`config.mk`:
```
export PLATFORM = sky130hd
export DESIGN_NAME = tof_frame_parser
export DESIGN_NICKNAME = d
export VERILOG_FILES = /design/src/rtl/core/tfp_pkg.sv /design/src/rtl/core/tfp_front.sv /design/src/rtl/core/tfp_queue.sv /design/src/rtl/core/tfp_back.sv /design/src/rtl/core/tof_frame_parser.sv
export SDC_FILE = /design/constraint.sdc
export NUM_CORES = 2
export LEC_CHECK = 0
export BUFFER_PORTS_ARGS = -buffer_cell sky130_fd_sc_hd__clkbuf_2
export CORE_MARGIN = 1.5
export CORE_UTILIZATION = 50
export CTS_BUF_LIST = sky130_fd_sc_hd__clkbuf_2 sky130_fd_sc_hd__clkbuf_4 sky130_fd_sc_hd__clkbuf_8
export DETAILED_ROUTE_END_ITERATION = 7
export GPL_ROUTABILITY_DRIVEN = 0
export HOLD_SLACK_MARGIN = 0.02
export PLACE_DENSITY = 0.67
export SLEW_MARGIN = 25
export SYNTH_ARGS = -nofsm -noshare
export SYNTH_HDL_FRONTEND = slang
export SYNTH_HIERARCHICAL = 1
export SYNTH_SLANG_ARGS = --single-unit
```
`constraint.sdc`:
```
create_clock -name clk -period 13.8 [get_ports clk]
set_input_delay 2.76 -clock clk [delete_from_list [all_inputs] [get_ports clk]]
set_output_delay 2.76 -clock clk [all_outputs]
set_load 0.02 [all_outputs]
```
`src/rtl/core/tfp_pkg.sv`:
```
// ----------------------------------------------------------------------------
// tfp_pkg
// Shared types and constants of the range-sensor frame parser.
// ----------------------------------------------------------------------------
package tfp_pkg;

    // Frame layout
    localparam int FRAME_LEN      = 16;
    localparam int IDX_W          = $clog2(FRAME_LEN);
    localparam logic [7:0] HDR_BYTE = 8'h57;
    localparam logic [IDX_W-1:0] IDX_FIRST_FIELD = IDX_W'(3);
    localparam logic [IDX_W-1:0] IDX_LAST_FIELD  = IDX_W'(13);
    localparam logic [IDX_W-1:0] IDX_CHECKSUM    = IDX_W'(FRAME_LEN - 1);
    localparam int FIELD_BYTES    = 11;
    localparam int FIELD_W        = FIELD_BYTES * 8;

    // Widths of the derived values
    localparam int DIST_W   = 24;
    localparam int TILT_W   = 16;
    localparam int LIMIT_W  = 23;
    localparam int VEL_W    = DIST_W + 1;
    localparam int DVEL_W   = VEL_W + 1;
    localparam int ACC_W    = 30;
    localparam int PROD_W   = DIST_W + TILT_W;
    localparam int TILT_FRAC = 14;
    localparam int GDW_W    = PROD_W - TILT_FRAC;
    localparam int OUT_W    = 168;

    // Parser states
    typedef enum logic {
        ST_HUNT,
        ST_BODY
    } state_t;

    // Frame bytes 3..13, byte 3 in the lowest bits
    typedef struct packed {
        logic [15:0] strength;
        logic [7:0]  status;
        logic [23:0] range_mm;
        logic [31:0] stamp;
        logic [7:0]  id;
    } fields_t;

    // One good frame handed from the parser to the math side
    typedef struct packed {
        logic signed [TILT_W-1:0] tilt;
        fields_t                  fields;
    } rec_t;

endpackage

```
`src/rtl/core/tfp_front.sv`:
```
// ----------------------------------------------------------------------------
// tfp_front
// Byte-wise frame parser: header hunt, field capture and checksum check.
// ----------------------------------------------------------------------------
module tfp_front (
    input  logic                 clk,
    input  logic                 rst_n,
    input  logic                 in_valid,
    output logic                 in_ready,
    input  logic [7:0]           rx_byte,
    input  logic signed [15:0]   tilt_cos,
    output logic                 push,
    input  logic                 push_ready,
    output tfp_pkg::rec_t        push_rec
);

    tfp_pkg::state_t                state_reg, state_next;
    logic [tfp_pkg::IDX_W-1:0]      idx_reg, idx_next;
    logic [7:0]                     sum_reg, sum_next;
    logic [tfp_pkg::FIELD_W-1:0]    field_reg;
    logic                           accept;
    logic                           at_checksum;
    logic                           in_field;

    assign at_checksum = (state_reg == tfp_pkg::ST_BODY) && (idx_reg == tfp_pkg::IDX_CHECKSUM);
    assign in_field    = (idx_reg >= tfp_pkg::IDX_FIRST_FIELD) &&
                         (idx_reg <= tfp_pkg::IDX_LAST_FIELD);
    assign accept      = in_valid && in_ready;

    // Next state, index and running sum
    always_comb
    begin
        state_next = state_reg;
        idx_next   = idx_reg;
        sum_next   = sum_reg;
        unique case (state_reg)
            tfp_pkg::ST_HUNT:
            begin
                if (accept && (rx_byte == tfp_pkg::HDR_BYTE))
                begin
                    state_next = tfp_pkg::ST_BODY;
                    idx_next   = tfp_pkg::IDX_W'(1);
                    sum_next   = tfp_pkg::HDR_BYTE;
                end
            end
            tfp_pkg::ST_BODY:
            begin
                if (accept)
                begin
                    if (idx_reg == tfp_pkg::IDX_CHECKSUM)
                    begin
                        state_next = tfp_pkg::ST_HUNT;
                        idx_next   = '0;
                        sum_next   = '0;
                    end
                    else
                    begin
                        idx_next = idx_reg + tfp_pkg::IDX_W'(1);
                        sum_next = sum_reg + rx_byte;
                    end
                end
            end
            default:
            begin
                state_next = tfp_pkg::ST_HUNT;
            end
        endcase
    end

    // Handshake and frame hand-off; stall only on a checksum byte with a full queue
    always_comb
    begin
        in_ready      = !(at_checksum && !push_ready);
        push          = accept && at_checksum && (rx_byte == sum_reg);
        push_rec.tilt = tilt_cos;
        push_rec.fields = tfp_pkg::fields_t'(field_reg);
    end

    // Control registers
    always_ff @(posedge clk or negedge rst_n)
    begin
        if (!rst_n)
        begin
            state_reg <= tfp_pkg::ST_HUNT;
            idx_reg   <= '0;
            sum_reg   <= '0;
        end
        else
        begin
            state_reg <= state_next;
            idx_reg   <= idx_next;
            sum_reg   <= sum_next;
        end
    end

    // Field capture: new byte enters at the top, byte 3 ends in the low bits
    always_ff @(posedge clk)
    begin
        if (accept && (state_reg == tfp_pkg::ST_BODY) && in_field)
        begin
            field_reg <= {rx_byte, field_reg[tfp_pkg::FIELD_W-1:8]};
        end
    end

`ifndef SYNTH
    // A frame hand-off always ends the frame
    a_push_ends_frame: assert property (@(posedge clk) disable iff (!rst_n)
        push |=> (state_reg == tfp_pkg::ST_HUNT && idx_reg == '0))
        else $error("frame hand-off did not return parser to hunt");
`endif

endmodule

```
`src/rtl/core/tfp_queue.sv`:
```
// ----------------------------------------------------------------------------
// tfp_queue
// Two-entry queue of good frames between the parser and the math pipeline.
// ----------------------------------------------------------------------------
module tfp_queue (
    input  logic            clk,
    input  logic            rst_n,
    input  logic            wr_valid,
    output logic            wr_ready,
    input  tfp_pkg::rec_t   wr_rec,
    output logic            rd_valid,
    input  logic            rd_ready,
    output tfp_pkg::rec_t   rd_rec
);

    tfp_pkg::rec_t  mem [2];
    logic           wr_ptr_reg, wr_ptr_next;
    logic           rd_ptr_reg, rd_ptr_next;
    logic [1:0]     count_reg, count_next;
    logic           do_wr, do_rd;

    assign wr_ready = (count_reg != 2'd2);
    assign rd_valid = (count_reg != 2'd0);
    assign do_wr    = wr_valid && wr_ready;
    assign do_rd    = rd_valid && rd_ready;
    assign rd_rec   = mem[rd_ptr_reg];

    // Pointer and fill count update
    always_comb
    begin
        wr_ptr_next = do_wr ? ~wr_ptr_reg : wr_ptr_reg;
        rd_ptr_next = do_rd ? ~rd_ptr_reg : rd_ptr_reg;
        count_next  = count_reg;
        if (do_wr && !do_rd)
        begin
            count_next = count_reg + 2'd1;
        end
        else if (!do_wr && do_rd)
        begin
            count_next = count_reg - 2'd1;
        end
    end

    always_ff @(posedge clk or negedge rst_n)
    begin
        if (!rst_n)
        begin
            wr_ptr_reg <= 1'b0;
            rd_ptr_reg <= 1'b0;
            count_reg  <= '0;
        end
        else
        begin
            wr_ptr_reg <= wr_ptr_next;
            rd_ptr_reg <= rd_ptr_next;
            count_reg  <= count_next;
        end
    end

    // Storage
    always_ff @(posedge clk)
    begin
        if (do_wr)
        begin
            mem[wr_ptr_reg] <= wr_rec;
        end
    end

`ifndef SYNTH
    // Fill count agrees with the pointers
    a_count_ptrs: assert property (@(posedge clk) disable iff (!rst_n)
        (count_reg == 2'd1) == (wr_ptr_reg != rd_ptr_reg))
        else $error("queue count and pointers disagree");
`endif

endmodule

```
`src/rtl/core/tfp_back.sv`:
```
// ----------------------------------------------------------------------------
// tfp_back
// Math pipeline: velocity, acceleration, tilt-corrected ground distance and
// health flag, ending in the output register.
// ----------------------------------------------------------------------------
module tfp_back (
    input  logic                            clk,
    input  logic                            rst_n,
    input  logic [tfp_pkg::LIMIT_W-1:0]     ground_limit,
    input  logic                            q_valid,
    output logic                            q_ready,
    input  tfp_pkg::rec_t                   q_rec,
    output logic                            out_valid,
    input  logic                            out_ready,
    output logic [tfp_pkg::OUT_W-1:0]       out_data
);

    // Stage 1 registers
    logic                                   s1_valid_reg;
    tfp_pkg::fields_t                       s1_fields_reg;
    logic signed [tfp_pkg::PROD_W-1:0]      s1_prod_reg;
    logic signed [tfp_pkg::VEL_W-1:0]       s1_vel_reg;
    logic signed [tfp_pkg::DVEL_W-1:0]      s1_dvel_reg;
    // History of the previous good frame
    logic signed [tfp_pkg::DIST_W-1:0]      prev_dist_reg;
    logic signed [tfp_pkg::VEL_W-1:0]       prev_vel_reg;
    // Output register
    logic                                   out_valid_reg;
    logic [tfp_pkg::OUT_W-1:0]              out_data_reg;

    logic                                   s1_ready;
    logic                                   s2_ready;
    logic                                   pop;
    logic signed [tfp_pkg::DIST_W-1:0]      range_cur;
    logic signed [tfp_pkg::VEL_W-1:0]       vel;
    logic signed [tfp_pkg::DVEL_W-1:0]      dvel;
    logic signed [tfp_pkg::PROD_W-1:0]      prod;
    logic signed [tfp_pkg::GDW_W-1:0]       gd_wide;
    logic signed [tfp_pkg::DIST_W-1:0]      gd;
    logic signed [tfp_pkg::ACC_W-1:0]       dvel_ext;
    logic signed [tfp_pkg::ACC_W-1:0]       acc;
    logic                                   ok;

    assign s2_ready = !out_valid_reg || out_ready;
    assign s1_ready = !s1_valid_reg || s2_ready;
    assign q_ready  = s1_ready;
    assign pop      = q_valid && s1_ready;

    // Stage 1 math: differences and the tilt product
    always_comb
    begin
        range_cur = signed'(q_rec.fields.range_mm);
        vel  = tfp_pkg::VEL_W'(range_cur) - tfp_pkg::VEL_W'(prev_dist_reg);
        dvel = tfp_pkg::DVEL_W'(vel) - tfp_pkg::DVEL_W'(prev_vel_reg);
        prod = tfp_pkg::PROD_W'(range_cur) * tfp_pkg::PROD_W'(q_rec.tilt);
    end

    always_ff @(posedge clk or negedge rst_n)
    begin
        if (!rst_n)
        begin
            s1_valid_reg  <= 1'b0;
            prev_dist_reg <= '0;
            prev_vel_reg  <= '0;
        end
        else
        begin
            if (pop)
            begin
                s1_valid_reg  <= 1'b1;
                prev_dist_reg <= range_cur;
                prev_vel_reg  <= vel;
            end
            else if (s2_ready)
            begin
                s1_valid_reg <= 1'b0;
            end
        end
    end

    always_ff @(posedge clk)
    begin
        if (pop)
        begin
            s1_fields_reg <= q_rec.fields;
            s1_prod_reg   <= prod;
            s1_vel_reg    <= vel;
            s1_dvel_reg   <= dvel;
        end
    end

    // Stage 2 math: floor shift with saturation, times-ten, limit check
    always_comb
    begin
        gd_wide = tfp_pkg::GDW_W'(s1_prod_reg >>> tfp_pkg::TILT_FRAC);
        if ((gd_wide[tfp_pkg::GDW_W-1:tfp_pkg::DIST_W-1] == '0) ||
            (gd_wide[tfp_pkg::GDW_W-1:tfp_pkg::DIST_W-1] == '1))
        begin
            gd = gd_wide[tfp_pkg::DIST_W-1:0];
        end
        else if (gd_wide[tfp_pkg::GDW_W-1])
        begin
            gd = {1'b1, {(tfp_pkg::DIST_W-1){1'b0}}};
        end
        else
        begin
            gd = {1'b0, {(tfp_pkg::DIST_W-1){1'b1}}};
        end
        dvel_ext = tfp_pkg::ACC_W'(s1_dvel_reg);
        acc      = (dvel_ext <<< 3) + (dvel_ext <<< 1);
        ok       = !gd[tfp_pkg::DIST_W-1] && (gd != '0) &&
                   (gd[tfp_pkg::LIMIT_W-1:0] <= ground_limit);
    end

    // Output register
    always_ff @(posedge clk or negedge rst_n)
    begin
        if (!rst_n)
        begin
            out_valid_reg <= 1'b0;
        end
        else if (s2_ready)
        begin
            out_valid_reg <= s1_valid_reg;
        end
    end

    always_ff @(posedge clk)
    begin
        if (s2_ready && s1_valid_reg)
        begin
            out_data_reg <= {ok, gd, acc, s1_vel_reg, s1_fields_reg};
        end
    end

    assign out_valid = out_valid_reg;
    assign out_data  = out_data_reg;

`ifndef SYNTH
    // A stalled stage 1 keeps its product for the output stage
    a_s1_hold: assert property (@(posedge clk) disable iff (!rst_n)
        (s1_valid_reg && !s2_ready) |=> (s1_valid_reg && $stable(s1_prod_reg)))
        else $error("stage 1 lost data under stall");

    // History advances only with a frame entering the pipeline
    a_hist_pop: assert property (@(posedge clk) disable iff (!rst_n)
        !pop |=> ($stable(prev_dist_reg) && $stable(prev_vel_reg)))
        else $error("history changed without a frame");
`endif

endmodule

```
`src/rtl/core/tof_frame_parser.sv`:
```
// ----------------------------------------------------------------------------
// tof_frame_parser
// Range-sensor frame parser with motion and tilt-corrected ground distance.
// ----------------------------------------------------------------------------
// Input stream: one transaction per byte of the sensor link, carrying the
// byte and the current tilt cosine (Q2.14). A 16-byte frame starts with 0x57
// and closes with a mod-256 sum of the bytes before it. One byte is taken
// every cycle; the input stalls only when a checksum byte, good or bad,
// finds the two-entry frame queue full.
// Output stream: one transaction per good frame with the sensor fields,
// velocity, acceleration, ground distance and health flag. m_axis_tvalid
// rises once the frame's checksum byte has passed the queue write, the math
// stage and the output register. A stalled receiver holds the output register;
// the math stage and the queue absorb up to three more frames before input
// stalls.
// ground_limit_we/ground_limit_wdata write the ground distance limit (reset 4500 mm);
// the user must write it only while the block is idle; the block does not enforce it.
// Reset clears the parser to header hunt, empties the pipeline and zeroes
// the previous distance and velocity.
// ----------------------------------------------------------------------------
module tof_frame_parser (
    input  logic                        clk,
    input  logic                        rst_n,
    input  logic                        ground_limit_we,
    input  logic [22:0]                 ground_limit_wdata,
    input  logic                        s_axis_tvalid,
    output logic                        s_axis_tready,
    // [7:0] rx_byte, [23:8] tilt_cos
    input  logic [23:0]                 s_axis_tdata,
    output logic                        m_axis_tvalid,
    input  logic                        m_axis_tready,
    // [7:0] sensor_id, [39:8] sensor_time, [63:40] distance_mm,
    // [71:64] range_status, [87:72] echo_level, [112:88] velocity_cm_s,
    // [142:113] accel_cm_s2, [166:143] ground_distance_mm, [167] ground_ok
    output logic [167:0]                m_axis_tdata
);

    logic [tfp_pkg::LIMIT_W-1:0]    limit_reg;
    logic                           f_push;
    logic                           f_push_ready;
    tfp_pkg::rec_t                  f_rec;
    logic                           q_valid;
    logic                           q_ready;
    tfp_pkg::rec_t                  q_rec;

    // Configuration register
    always_ff @(posedge clk or negedge rst_n)
    begin
        if (!rst_n)
        begin
            limit_reg <= tfp_pkg::LIMIT_W'(4500);
        end
        else if (ground_limit_we)
        begin
            limit_reg <= ground_limit_wdata;
        end
    end

    tfp_front u_front (
        .clk        (clk),
        .rst_n      (rst_n),
        .in_valid   (s_axis_tvalid),
        .in_ready   (s_axis_tready),
        .rx_byte    (s_axis_tdata[7:0]),
        .tilt_cos   (signed'(s_axis_tdata[23:8])),
        .push       (f_push),
        .push_ready (f_push_ready),
        .push_rec   (f_rec)
    );

    tfp_queue u_queue (
        .clk      (clk),
        .rst_n    (rst_n),
        .wr_valid (f_push),
        .wr_ready (f_push_ready),
        .wr_rec   (f_rec),
        .rd_valid (q_valid),
        .rd_ready (q_ready),
        .rd_rec   (q_rec)
    );

    tfp_back u_back (
        .clk          (clk),
        .rst_n        (rst_n),
        .ground_limit (limit_reg),
        .q_valid      (q_valid),
        .q_ready      (q_ready),
        .q_rec        (q_rec),
        .out_valid    (m_axis_tvalid),
        .out_ready    (m_axis_tready),
        .out_data     (m_axis_tdata)
    );

endmodule
```
==> metrics.md <==
| Metric | Value |
|---|---|
| Nets | `4118` |
| Tot GR Track Use | `20.3%` |
| # rows | `106` |
| Register area share after synthesis | `50.0%` |
| Seq cells post-synth | `719` |
| Post-synth top cells | `edfxtp_1 (628), inv_1 (542), fa_1 (377)` |
| Worst-Skew Late Latency | `0.77 ns` |
| Final hold vios | `0` |
| Max frequency | `113 MHz` |
| Post-DP HPWL | `60000 um` |
| Flop-to-flop setup slack | `4.95 ns` |
| WS Path Type | `reg2reg` |
| Most common cell in the netlist | `edfxtp_1` |
| CTS root buffer | `clkbuf_8` |
| Worst Slack Setup Final | `4.95 ns` |
| Gr ovfl total | `0` |
| Vias/cell | `5.17` |
| Status | `finished, final reports clean` |
| Yosys top cell area share | `44.6%` |
| Boundary Pins | `222` |
| Number of nets produced by synthesis | `3874` |
| Mean Syn Cell Area | `13.0 um2` |
| Clk sinks | `719` |
| Synth area leader | `edfxtp_1` |
| Die Y-Extent | `294 um` |
| CP required | `14.29 ns` |
| Routed len/inst | `18.1 um` |
| Die footprint | `0.0863 mm2` |
| Syn-to-layout area delta | `10.7%` |
| Hold crit path type | `reg2reg` |
| Clock-pin slew on the worst setup and hold paths | `0.06 ns` |
| Max reg flops | `208` |
| Unrepaired setup endpoints after global routing | `no` |
| Detailed Route WL | `85500 um` |
| Total core area | `0.0837 mm2` |
| Synth area leaders | `edfxtp_1 (45%), fa_1 (18%), ha_1 (6.0%)` |
| CTS Buffer Depth | `3` |
| CTS tree | `done` |
| Reg2reg start | `u_queue/rd_ptr_reg` |
| Maximum Capacitance Violations | `0` |
| Worst-path maximum fanout | `57` |
| Critical Path Start | `u_queue/rd_ptr_reg` |
| Post-synth EDFFs | `628` |
| Pin count of the biggest net entering global routing | `92` |
| Worst setup EP type | `flip-flop` |
| Post-CTS setup buffer count | `0` |
| Ys flop type | `edfxtp_1` |
| Cts hold-fix bufs | `0` |
| ANT nets after route | `0` |
| R2R depth | `20` |
| Initial core utilization | `50.5%` |
| Count of mapped cells out of synthesis | `3242` |
| R2r endpoint | `u_back/s1_prod_reg[38]` |
| Vias in the first global route | `25500` |
| H-tree depth | `3` |
| Num CTS Buffers | `115` |
| Distinct cells, synth | `90` |
| Slew Viols, Final | `0` |
| Setup TNS Final | `0 ns` |
| Port Buffer Count | `220` |
| Proportion of layout cells with a drive suffix above 1 | `16.8%` |
| First-pass GRT wire length | `135000 um` |
| Initial DRC count | `1226` |
| Final Setup Violations | `0` |
| Ys Warns | `6` |
| Cts repair resizes | `0` |
| Via count | `24400` |
| DP Worst Slack | `4.83 ns` |
| WP data arrival | `9.33 ns` |
| Slew @ Worst Pin | `1.06 ns` |
| Tmin final | `8.85 ns` |
| Final period util | `64.1%` |
| Worst Setup EP | `u_back/s1_prod_reg[38]` |
| Slew headroom | `29.5%` |
| Mapped Area | `0.0423 mm2` |
| CP Launch Type | `flip-flop` |
| Fin Clk Skew | `0.0365 ns` |
| Initial antenna violation count | `5` |
| Die Wd | `294 um` |
| Ys async rst share | `12.7%` |
| # DRC | `0` |
| Number of iterations in the first detailed-routing pass | `5` |
layer usage:
layer | up-vias | routed length (um) | track usage, %
li1 | 11300 | - | -
met1 | 12300 | 34800 | 25.1
met2 | 584 | 43600 | 35.3
met3 | 187 | 4070 | 3.41
met4 | 0 | 3010 | 8.39
met5 | - | 0 | 0
worst max-delay path, stage by stage, from the launching register on:
cell and delay, ns:
dfrtp_4 1.11, buf_4 0.81, mux2_2 0.64, nand2_1 0.19
inv_1 0.15, fa_1 0.59, fa_1 1.02, fa_1 0.53
fa_1 0.48, fa_1 0.54, inv_1 0.05, fa_1 0.52
inv_1 0.04, ha_1 0.30, inv_1 0.10, nor3_1 0.42
a211o_2 0.25, a41oi_4 0.06, nor4bb_4 0.44, o31ai_1 0.14
xnor2_1 0.13
cells in the final DEF (no fill, tap or decap), types with 27 or more instances in the layout:
cell      synthesis  routed
edfxtp_1        628     628
inv_1           542     542
fa_1            377     377
nand2_1         297     297
clkbuf_2          0     219
ha_1            203     203
and2_1          156     155
clkbuf_8          1     121
o21ai_0          87      87
dfrtp_1          86      85
mux2_2           84      84
nor2_1           85      84
a21oi_1          72      72
xnor2_1          72      72
mux2_4           50      50
a21o_1           48      48
clkbuf_4          0      42
xor2_1           30      30
o21a_1           29      29
nor3_1           28      27
area by class of cell:
class | instances | area, um2
clock inverters | 54 | 474
flip-flops and latches | 719 | 21100
diodes | 3 | 7.51
clock buffers | 163 | 1980
multi-input cells | 1873 | 18500
repair buffers | 233 | 1200
fillers | 6875 | 36900
inverters | 544 | 2050
well taps | 1134 | 1420
worst min path at each step:
stage,start,to,slack (ns),cells after the start
6_report,u_back/s1_fields_reg[38],u_back/out_data[38],0.41,0
4_1_cts,u_back/s1_fields_reg[38],u_back/out_data[38],0.41,0
2_1_floorplan,u_back/s1_fields_reg[0],u_back/out_data[0],0.40,0
3_3_place_gp,u_back/s1_fields_reg[78],u_back/out_data[78],0.40,0
3_5_place_dp,u_back/s1_fields_reg[26],u_back/out_data[26],0.40,0
5_1_grt,u_back/s1_fields_reg[25],u_back/out_data[25],0.42,0
stage by stage:
stage | utilization, % | cells | hold slack, ns | instance area [um2]
after floorplan | - | 3242 | 0.400 | 42300
after global placement | 53.0 | 4503 | 0.400 | 44300
after detailed placement | 53.0 | 4503 | 0.405 | 44300
after CTS | 55.9 | 4720 | 0.405 | 46800
after global routing | 55.9 | 4721 | 0.421 | 46800
final | 55.9 | 4723 | 0.408 | 46800
kinds of logic after synthesis:
| group | after synthesis | synth area share (%) |
|---|---|---|
| other cells | 1 | 0.00887 |
| buf+inv | 650 | 6.25 |
| compound gates | 368 | 5.83 |
| simple gates | 686 | 7.89 |
| fa+ha+maj | 580 | 23.9 |
| mux | 136 | 4.06 |
| flops | 719 | 50.0 |
| xor+xnor | 102 | 2.11 |
Power is not shown: default switching activity piles up to over one toggle a cycle in this logic, so the estimate is an artifact.
